## src/sv/emap_pkg.sv

```systemverilog
// Shared types for the extent map allocator.
// No dependencies.
package emap_pkg;

    typedef struct packed {
        logic [31:0] len;
        logic [31:0] start;
    } ext_t;

    localparam logic KIND_ALLOC = 1'b0;
    localparam logic KIND_FREE  = 1'b1;

endpackage

```

## src/sv/emap_div.sv

```systemverilog
// Restoring divider, one quotient bit per cycle.
// Depends on emap_pkg.
module emap_div (
    input  logic        clk,
    input  logic        rst_n,
    input  logic        start,
    input  logic [31:0] dividend,
    input  logic [31:0] divisor,
    output logic        done,
    output logic [31:0] quotient
);
    import emap_pkg::*;

    logic [32:0] rem_reg;
    logic [31:0] quo_reg;
    logic [31:0] dvs_reg;
    logic [5:0]  cnt_reg;
    logic        busy_reg;
    logic        done_reg;
    logic [32:0] trial;
    logic [32:0] shifted;

    assign shifted = {rem_reg[31:0], quo_reg[31]};
    assign trial   = shifted - {1'b0, dvs_reg};

    always_ff @(posedge clk or negedge rst_n)
    begin
        if (!rst_n)
        begin
            busy_reg <= 1'b0;
            done_reg <= 1'b0;
            cnt_reg  <= '0;
        end
        else
        begin
            done_reg <= !start && busy_reg && (cnt_reg == 6'd1);
            if (start)
            begin
                busy_reg <= 1'b1;
                cnt_reg  <= 6'd32;
            end
            else if (busy_reg)
            begin
                cnt_reg <= cnt_reg - 6'd1;
                if (cnt_reg == 6'd1)
                begin
                    busy_reg <= 1'b0;
                end
            end
        end
    end

    always_ff @(posedge clk)
    begin
        if (start)
        begin
            rem_reg <= '0;
            quo_reg <= dividend;
            dvs_reg <= divisor;
        end
        else if (busy_reg)
        begin
            if (!trial[32])
            begin
                rem_reg <= trial;
                quo_reg <= {quo_reg[30:0], 1'b1};
            end
            else
            begin
                rem_reg <= shifted;
                quo_reg <= {quo_reg[30:0], 1'b0};
            end
        end
    end

    assign done     = done_reg;
    assign quotient = quo_reg;

endmodule

```

## config.mk

```make
export PLATFORM = sky130hd
export DESIGN_NAME = emap_div
export DESIGN_NICKNAME = d
export VERILOG_FILES = /design/src/sv/emap_pkg.sv /design/src/sv/emap_div.sv
export SDC_FILE = /design/constraint.sdc
export NUM_CORES = 1
export LEC_CHECK = 0
export CORE_UTILIZATION = 59
export DETAILED_ROUTE_END_ITERATION = 10
export DONT_BUFFER_PORTS = 1
export GPL_TIMING_DRIVEN = 0
export PLACE_DENSITY = 0.72
export SYNTH_ARGS = -nofsm -noshare
export SYNTH_HDL_FRONTEND = slang
export SYNTH_SLANG_ARGS = --single-unit
```

## constraint.sdc

```tcl
create_clock -name clk -period 6.5 [get_ports clk]
set_clock_uncertainty 0.2 [all_clocks]
set_input_delay 0.975 -clock clk [delete_from_list [all_inputs] [get_ports clk]]
set_output_delay 0.975 -clock clk [all_outputs]
set_load 0.01 [all_outputs]
```

==> out/metrics.cfg, run 1 <==
[timing]
finalHoldViolations = 0
finalCritPeriodShare_pct = 57.9
setup_ws_ns = 2.73
slew_headroom_pct = 19.4
fin_crit_ns = 3.77
tns_ns = 0
fmax_mhz = 266
slew_violations = 0
setup_viol = 0
worst_pin_slew_ns = 1.21
rsz0062_at_grt = false

[setup_path]
end_kind = flop
startpoint_type = flop
critical_path_class = flop to flop
required_ns = 6.59
worstPathMaxFanout = 10
critPathArrivalTime_ns = 3.86

[cts]
ctsResizeCount = 0
path_clk_slew_ns = 0.10
cts_buffers = 9
cts_setup_buffers = 0
cts_htree_levels = 3
cts_tree = built
clockRootBuffer = clkbuf_8
postCtsHoldBufs = 0
clk_latency_ns = 0.39
cts_sinks = 104
clock_path_buffers = 2

[final_layout]
multiInputGateArea_sq_um = 3050
diodes = 0
final_nets = 708
design_area_sq_um = 6470
regArea_sq_um = 2760
area_growth_pct = 5.94
drive_gt1_share_pct = 13.6
fin_cells = 744
fillerInstances = 811

[power]
total_power_mw = 2.67
power_density_nw_per_um2 = 413
ir_drop_mv = 0.225
leakage_nw = 2.61

[placed_design]
dp_hpwl_mm = 9.31
pre_cts_ws_ns = 2.80
routabilityCongestion = 0.932
dp.cells = 728
portBuffers = 0
placed_area_sq_um = 6270

[floorplan]
dieArea_sq_um = 10800
fp.coreArea_sq_um = 9910
die_y_um = 104
pin_count = 100
die_x_um = 104
num_rows = 36
initial_utilization_pct = 61.6

[synthesis]
synth_edf_count = 64
ys_seq_area_share_pct = 45.3
yosys.area.top_type = edfxtp_1
synth_area_sq_um = 6100
syn_avg_cell_area_sq_um = 10.3
synth_fp_nets = 697
yosys_warnings = 0
ys_types = 65
synth.area.top_cells = edfxtp_1 (31%), dfxtp_1 (10%), ha_1 (7.0%)
synthCells = 595
synth_top_area_share_pct = 31.5
synth-async-reset-ratio_pct = 7.69
ys_ff_latch = 104
synthFlopType = edfxtp_1

[run]
cap_violations = 0

[drt]
wl_per_cell_um = 17.0
final_antenna_net_count = 0
drc = 0
avgViaCountPerCell = 5.94
vias = 4423
drt_wl_total_mm = 12.7
firstDrtPassIters = 5
drtIter0Drc = 207

[global_route]
grt_pass1_wl_mm = 21.1
grt_use_total_pct = 24.7
grt_max_degree = 37
antenna_found_initial = 0
overflow = 0
grt_pass1_vias = 4252

[run_status]
status = completed

[hold_path]
hold_class = input port to asynchronous set/reset pin

layout make-up:
class	count	share of cell area, %
Sequential cell	104	42.7
Clock inverter	6	1.06
Buffer	24	1.84
Multi-Input combinational cell	422	47.2
Tap cell	133	2.57
Inverter	45	2.61
Clock buffer	10	1.97
power breakdown:
group | leakage, nW | internal, mW | switching (mW)
combinational | 1.50 | 0.536 | 0.722
sequential | 1.01 | 0.862 | 0.145
clock | 0.0968 | 0.180 | 0.225
cells by family after synthesis:
| logic type | synth area share [%] |
|---|---|
| mux | 6.54 |
| simple gates | 13.7 |
| compound gates | 17.5 |
| fa+ha+maj | 7.30 |
| xor+xnor | 5.02 |
| flops | 45.3 |
| buf+inv | 4.71 |
routing by layer:
| metal | global-route usage [%] | share of wire [%] |
|---|---|---|
| met5 | 0 | 0 |
| met4 | 6.33 | 1.1 |
| met3 | 6.54 | 5.1 |
| met2 | 40.2 | 48 |
| met1 | 32.6 | 46 |
cell usage after synthesis (all sizes together), types with 3 or more instances:
library cell / instances
nand3: 16
and2: 3
o31ai: 4
o2111ai: 5
clkbuf: 15
a211oi: 3
o211ai: 5
or3: 3
o21ai: 23
ha: 34
nand2b: 11
inv: 45
buf: 9
xor2: 12
nor3: 6
nor2b: 3
a2111oi: 3
o311ai: 4
edfxtp: 64
a21o: 10
nand4: 5
nor4: 4
nand2: 77
o21bai: 4
mux2i: 5
a41oi: 3
xnor2: 20
a21oi: 31
dfrtp: 8
dfxtp: 32
nor2: 53
a311oi: 21
mux2: 31
critical path, cell delays in order, from the launching register on:
cell and delay (ns):
edfxtp_1 0.44, inv_1 0.09, ha_1 0.22, fa_1 0.39
nand2b_1 0.19, a21o_1 0.19, a21oi_1 0.17, o2111a_1 0.34
a21oi_2 0.14, o21a_4 0.27, xnor2_2 0.33, buf_2 0.31
nand2_1 0.11, a311oi_2 0.27
cell usage in the layout (no fill, tap or decap), types with 19 or more instances in the layout:
cell,netlist,routed
nor2_1,53,53
ha_1,34,34
o21ai_0,23,23
dfxtp_1,32,32
mux2_2,31,31
nand2_1,75,75
inv_1,45,45
xnor2_1,19,19
edfxtp_1,64,64
a21oi_1,30,30
path summary, 6_finish.rpt:
check,start,end,slack (ns),depth (start not counted)
min in group clk,rem_reg[8],rem_reg[9],0.30,2
worst max register to register,quotient[31],rem_reg[20],2.73,13
max in group asynchronous,rst_n,cnt_reg[3],5.96,0
worst max-delay path,quotient[31],rem_reg[20],2.73,13
worst min register to register,rem_reg[8],rem_reg[9],0.30,2
worst min-delay path,rst_n,cnt_reg[4],0.06,0
stage by stage:
stage          util [%]  hold WS (ns)
2_1_floorplan         -         0.253
3_3_place_gp       63.3         0.289
3_5_place_dp       63.3         0.292
4_1_cts            65.3        0.0464
5_1_grt            65.3        0.0358
6_report           65.3        0.0591
Note: power is estimated with default switching activity, not from simulation.
==> run 2, diff against run 1 <==
CORE_UTILIZATION = 58   (was 59)
PLACE_DENSITY = 0.73   (was 0.72)
clock period = 3.2 ns   (was 6.5 ns; I/O delays follow)
==> run 2 against run 1 <==
The flow now finishes with violations (setup timing). Die area grew 1.7%. Count of clock-buffer cells in the layout decreased by 1. Design area up 12%. Combinational power increased to 2.6 times the previous value. Critical path depth rose by 1. Register-to-register slack worse by 2.8 ns. Largest power group unchanged.
==> out/metrics.cfg, run 2 (synthesized netlist as in run 1, its figures left out) <==
[run_status]
status = complete, but fails checks
violations = setup timing

[power]
pwr-share-clk_pct = 14.3  ; -0.9 points
p_int_mw = 3.68  ; +130%
p_switching_mw = 2.56  ; +130%
swShare_pct = 41.1  ; +0.16 points
ir_drop_mv = 0.417  ; +86%
power_density_nw_per_um2 = 865  ; +110%
pwr-share-seq_pct = 33.0  ; -4.7 points
p_comb_share_pct = 52.7  ; +5.6 points
total_power_mw = 6.24  ; +130%
leakage_nw = 2.91  ; +11%

[final_layout]
final_nets = 761  ; +7.5%
drive_gt1_share_pct = 19.6  ; +6.0 points
mostFrequentLayoutCells = edfxtp_1 (64), nand2_1 (63), nor2_1 (53), inv_1 (44)
area_growth_pct = 18.2
design_area_sq_um = 7220  ; +12%
final_common_cell = edfxtp_1
diodes = 0  ; unchanged

[setup_path]
startpoint = quotient[31]
worstPathMaxFanout = 8  ; -2
rr_worst_depth = 14  ; +1
required_ns = 3.35  ; -3.24 ns
end_kind = flop
max_stage_delay_ns = 0.46  ; +0.02 ns
cp_num_cells = 14  ; +1
critical_path_class = flop to flop
rr_startpoint = quotient[31]
rr_endpoint = rem_reg[30]
cp_cell_sequence = inv_2 -> ha_4 -> fa_2 -> nand2b_4 -> a21o_1 -> a21oi_2 -> o2111a_2 -> a21oi_4 -> o21a_4 -> xor2_4 -> buf_2 -> buf_4 -> nand4_1 -> nand3_1
startpoint_type = flop
crit_path_top_delay_cell = edfxtp_1
cp_top_family = compound AO/OA/AOI/OAI gates
crit_buf_inv = 3  ; +1
rrSetupSlack_ns = -0.06  ; -2.80 ns
endpoint = rem_reg[30]
critPathArrivalTime_ns = 3.41  ; -0.45 ns

[drt]
vias = 4796  ; +8.4%
firstDrtPassIters = 5  ; unchanged
drt_wl_total_mm = 14.2  ; +12%
wl_per_cell_um = 17.8  ; +4.5%
final_antenna_net_count = 0  ; unchanged
drc = 0  ; unchanged
drtIter0Drc = 298  ; +44%
avgViaCountPerCell = 6.00  ; +0.84%

[timing]
finalCritPeriodShare_pct = 102  ; +44 points
fmax_mhz = 306  ; +15%
worst_pin_slew_ns = 1.22  ; +0.0151 ns
slew_violations = 0  ; unchanged
finalHoldViolations = 0  ; unchanged
slew_headroom_pct = 18.4  ; -1.0 points
setup_ws_ns = -0.0649  ; -2.80 ns
fin_crit_ns = 3.26  ; -0.502 ns
rsz0062_at_grt = true
setup_viol = 25  ; +25

[global_route]
grt_use_total_pct = 26.6  ; +2.0 points
overflow = 0  ; unchanged
grt_pass1_wl_mm = 22.9  ; +8.9%
antenna_found_initial = 0  ; unchanged
grt_max_degree = 33  ; -11%
grt_pass1_vias = 4645  ; +9.2%

[floorplan]
initial_utilization_pct = 59.4  ; -2.2 points
die_x_um = 105  ; +0.84%
die_y_um = 105  ; +0.84%
fp.coreArea_sq_um = 10300  ; +3.7%
num_rows = 37  ; +2.8%
pin_count = 100  ; unchanged
dieArea_sq_um = 10900  ; +1.7%

[cts]
clockRootBuffer = clkbuf_8
cts_htree_levels = 3  ; unchanged
cts_sinks = 104  ; unchanged
clock_path_buffers = 2  ; unchanged
cts_buffers = 9  ; unchanged
path_clk_slew_ns = 0.12  ; +0.02 ns
cts_tree = built
clk_latency_ns = 0.41  ; +0.02 ns

[hold_path]
hold_class = input port to flop

[placed_design]
pre_cts_ws_ns = -0.474  ; -3.28 ns
dp_hpwl_mm = 9.52  ; +2.2%
portBuffers = 0  ; unchanged
routabilityCongestion = 0.917  ; -1.7%
placed_area_sq_um = 6270  ; about the same

[run]
cap_violations = 0  ; unchanged

run 2: cell types whose count changed in the layout (fill, tap and decap cells not counted), sizes merged:
cell | previous run | this run
inv | 46 | 49
clkinv | 3 | 0
clkinvlp | 1 | 2
buf | 9 | 28
dlygate4sd3 | 0 | 33
run 2: worst min path at each step:
| stage | cells after the start | start | end | slack, ns |
|---|---|---|---|---|
| detailed placement | 0 | rst_n | cnt_reg[0] | -0.02 |
| finish | 1 | dividend[2] | quotient[2] | 0.08 |
| CTS | 1 | dividend[2] | quotient[2] | 0.07 |
| floorplan | 0 | rst_n | busy_reg | -0.02 |
| global route | 1 | dividend[2] | quotient[2] | 0.07 |
| global placement | 0 | rst_n | busy_reg | -0.02 |
run 2: metrics by stage:
step                      utilization (%)  TNS, ns  instances  hold slack (ns)
after CTS                            68.5   -0.305        793           0.0697
after detailed placement             61.1   -12.51        731          -0.0151
after global placement               61.1   -11.88        731          -0.0152
after floorplan                         -        0        595          -0.0156
final                                70.2   -0.661        800           0.0843
after global routing                 70.2    -3.75        800           0.0654
run 2: worst reg2reg max path: stages (launching register included):
cell and delay [ns]:
edfxtp_1 0.46, inv_2 0.08, ha_4 0.17, fa_2 0.35, nand2b_4 0.15, a21o_1 0.18
a21oi_2 0.15, o2111a_2 0.26, a21oi_4 0.08, o21a_4 0.25, xor2_4 0.29, buf_2 0.23
buf_4 0.13, nand4_1 0.09, nand3_1 0.13
run 2: repair_timing:
action,4_1_cts,5_1_grt
cloned,2,3
hold buffers,34,0
gates resized for setup,28,28
pin swaps,7,15
buffers inserted,10,5
hold endpoints to repair,72,0
setup endpoints to repair,33,33
run 2: area by class of cell:
cell class / instances / area (sq um)
fillers: 786 / 3060
multi-input cells: 422 / 3210
clock buffers: 9 / 124
flip-flops and latches: 104 / 2760
clock inverters: 7 / 85.1
plain buffers: 23 / 144
repair buffers: 54 / 556
well taps: 136 / 170
inverters: 45 / 169
run 2: routing by layer:
metal | global-route usage (%) | up-vias | routed length [um]
li1 | - | 2291 | -
met1 | 35.5 | 2320 | 6120
met2 | 43.8 | 164 | 7020
met3 | 5.18 | 21 | 819
met4 | 8.75 | 0 | 274
met5 | 0 | - | 0
run 2: power groups by stage:
stage | Clock [mW] | Sequential, mW | Combinational (mW)
finish | 0.894 | 2.06 | 3.29
global placement | 0 | 2.06 | 2.47
CTS | 0.909 | 2.04 | 2.93
global route | 0.953 | 2.10 | 3.57
floorplan | 0 | 1.99 | 2.07
detailed placement | 0 | 2.07 | 2.54
==> run 3, diff against run 2 <==
CORE_ASPECT_RATIO = 1.4   (was unset)
CORE_MARGIN = 2   (was unset)
==> run 3 against run 2 <==
The flow still finishes with violations (setup timing). Total power is 0.14% lower. Worst hold slack got worse by 0.068 ns. Highest routed layer unchanged. Die area up 4.0%. Combinational power down 6.4%. Clock power up 22%. Critical path type unchanged. Cell count is 4.3% lower. Sequential power about the same.
==> out/metrics.cfg, run 3 (synthesized netlist as in run 1, its figures left out) <==
[global_route]
grt_pass1_wl_mm = 22.6  ; -1.4%
grt_pass1_vias = 4711  ; +1.4%
overflow = 0  ; unchanged
grt_use_total_pct = 24.7  ; -1.9 points
grt_max_degree = 37  ; +12%
antenna_found_initial = 0  ; unchanged

[setup_path]
max_stage_delay_ns = 0.43  ; -0.03 ns
startpoint_type = flop
critical_path_class = flop to flop
crit_path_top_delay_cell = edfxtp_1
critPathArrivalTime_ns = 3.31  ; -0.10 ns
worstPathMaxFanout = 6  ; -2
end_kind = flop
required_ns = 3.25  ; -0.10 ns
cp_cell_sequence = inv_2 -> ha_4 -> fa_2 -> nand2b_4 -> a21o_1 -> a21oi_2 -> o2111a_2 -> a21oi_4 -> o21a_4 -> xnor2_4 -> buf_12 -> buf_8 -> buf_4 -> o311ai_1
rrSetupSlack_ns = -0.05  ; about the same

[placed_design]
dp_hpwl_mm = 9.89  ; +4.0%
routabilityCongestion = 0.909  ; -0.85%
portBuffers = 0  ; unchanged

[floorplan]
initial_utilization_pct = 59.3  ; -0.10 points
die_y_um = 125  ; +20%
fp.coreArea_sq_um = 10300  ; +0.17%
die_x_um = 90.7  ; -13%
pin_count = 100  ; unchanged
dieArea_sq_um = 11400  ; +4.0%
num_rows = 44  ; +19%

[drt]
vias = 4647  ; -3.1%
final_antenna_net_count = 0  ; unchanged
drt_wl_total_mm = 14.1  ; -1.1%
firstDrtPassIters = 4  ; -1
avgViaCountPerCell = 6.07  ; +1.2%
wl_per_cell_um = 18.4  ; +3.3%
drc = 0  ; unchanged
drtIter0Drc = 237  ; -20%

[run]
cap_violations = 0  ; unchanged

[cts]
cts_sinks = 104  ; unchanged
clk_latency_ns = 0.35  ; -0.06 ns
cts_htree_levels = 3  ; unchanged
clockRootBuffer = clkbuf_16
cts_buffers = 9  ; unchanged
clock_path_buffers = 2  ; unchanged
path_clk_slew_ns = 0.08  ; -0.04 ns
cts_tree = built

[power]
leakage_nw = 2.77  ; -4.9%
power_density_nw_per_um2 = 906  ; +4.7%
ir_drop_mv = 0.441  ; +5.8%

[final_layout]
drive_gt1_share_pct = 18.8  ; -0.79 points
final_nets = 725  ; -4.7%
diodes = 0  ; unchanged
final_common_cell = nand2_1
utilization_pct = 66.9  ; -3.4 points
mostFrequentLayoutCells = nand2_1 (71), edfxtp_1 (64), nor2_1 (53), inv_1 (44), ha_1 (33)
area_growth_pct = 12.7

[timing]
slew_violations = 0  ; unchanged
finalHoldViolations = 0  ; unchanged
rsz0062_at_grt = true
tns_ns = -0.175  ; +0.486 ns
setup_ws_ns = -0.0514  ; +0.0135 ns
fin_crit_ns = 3.25  ; -0.0135 ns
worst_pin_slew_ns = 1.14  ; -0.0787 ns
fmax_mhz = 308  ; +0.41%
slew_headroom_pct = 23.7  ; +5.3 points
setup_viol = 11  ; -56%
finalCritPeriodShare_pct = 102  ; -0.42 points

[run_status]
status = complete, but fails checks
violations = setup timing

[hold_path]
hold_class = input port to flop

==> run 3: changes by cell type in the layout (fill, tap and decap cells not counted), sizes merged <==
| cell | change |
|---|---|
| clkinv | +2 |
| bufinv | -1 |
| buf | -4 |
| clkinvlp | -1 |
| dlygate4sd3 | -32 |
==> run 3: layout make-up <==
cell class / instances / area [sq um]
Fill cell: 836 / 3410
Multi-Input combinational cell: 422 / 3180
Sequential cell: 104 / 2760
Clock buffer: 9 / 225
Tap cell: 138 / 173
Timing Repair Buffer: 17 / 171
Inverter: 45 / 169
Buffer: 24 / 139
Clock inverter: 7 / 61.3
==> run 3: worst max-delay path: cells and delay by family, from the launching register on <==
kind                       cells  cell delay [ns]
adders and majority gates      2             0.50
xor gates and xnor gates       1             0.14
DFF                            1             0.43
and+or+nand+nor                1             0.16
buffers and inverters          4             0.51
AOI/OAI and AO/OA              6             1.21
==> run 3: report_power, final <==
group          total, mW  leakage (nW)  switching (mW)  internal [mW]
registers           2.07          1.01           0.316           1.75
clock network       1.09         0.140           0.541          0.545
logic               3.08          1.62            1.66           1.42
total               6.24          2.77            2.52           3.72
==> run 3: metrics by stage <==
stage	setup slack (ns)	cell area [sq um]	instances	hold slack [ns]	power [mW]
2_1_floorplan	0.00368	6100	595	-0.0156	4.06
3_3_place_gp	-0.468	6280	733	-0.0153	4.57
3_5_place_dp	-0.451	6280	733	-0.0153	4.62
4_1_cts	-0.0348	6690	755	0.0107	5.88
5_1_grt	-0.143	6880	766	0.00477	6.60
6_report	-0.0514	6880	766	0.0163	6.24
==> run 3: metal layers <==
metal	global-route usage (%)	vias to the layer above	share of wire [%]
met5	0	-	0
met4	10.6	0	2.9
met3	5.66	34	5.8
met2	43.9	173	52
met1	28.4	2215	39
li1	-	2225	-
==> run 3: worst paths after layout <==
kind,from,end,depth (start not counted)
hold / removal,divisor[27],dvs_reg[27],0
max in group asynchronous,rst_n,busy_reg,1
hold reg to reg,rem_reg[27],rem_reg[27],2
setup / recovery,quotient[31],rem_reg[0],14
setup reg to reg,quotient[31],rem_reg[0],14
min in group asynchronous,rst_n,cnt_reg[1],1
==> run 3: what timing repair did <==
action | in CTS | in global routing
cloned | 0 | 3
resized for setup | 17 | 27
pin swaps | 6 | 7
hold endpoints to repair | 8 | 0
hold buffers | 1 | 0
setup endpoints to repair | 33 | 33
buffers inserted | 5 | 8
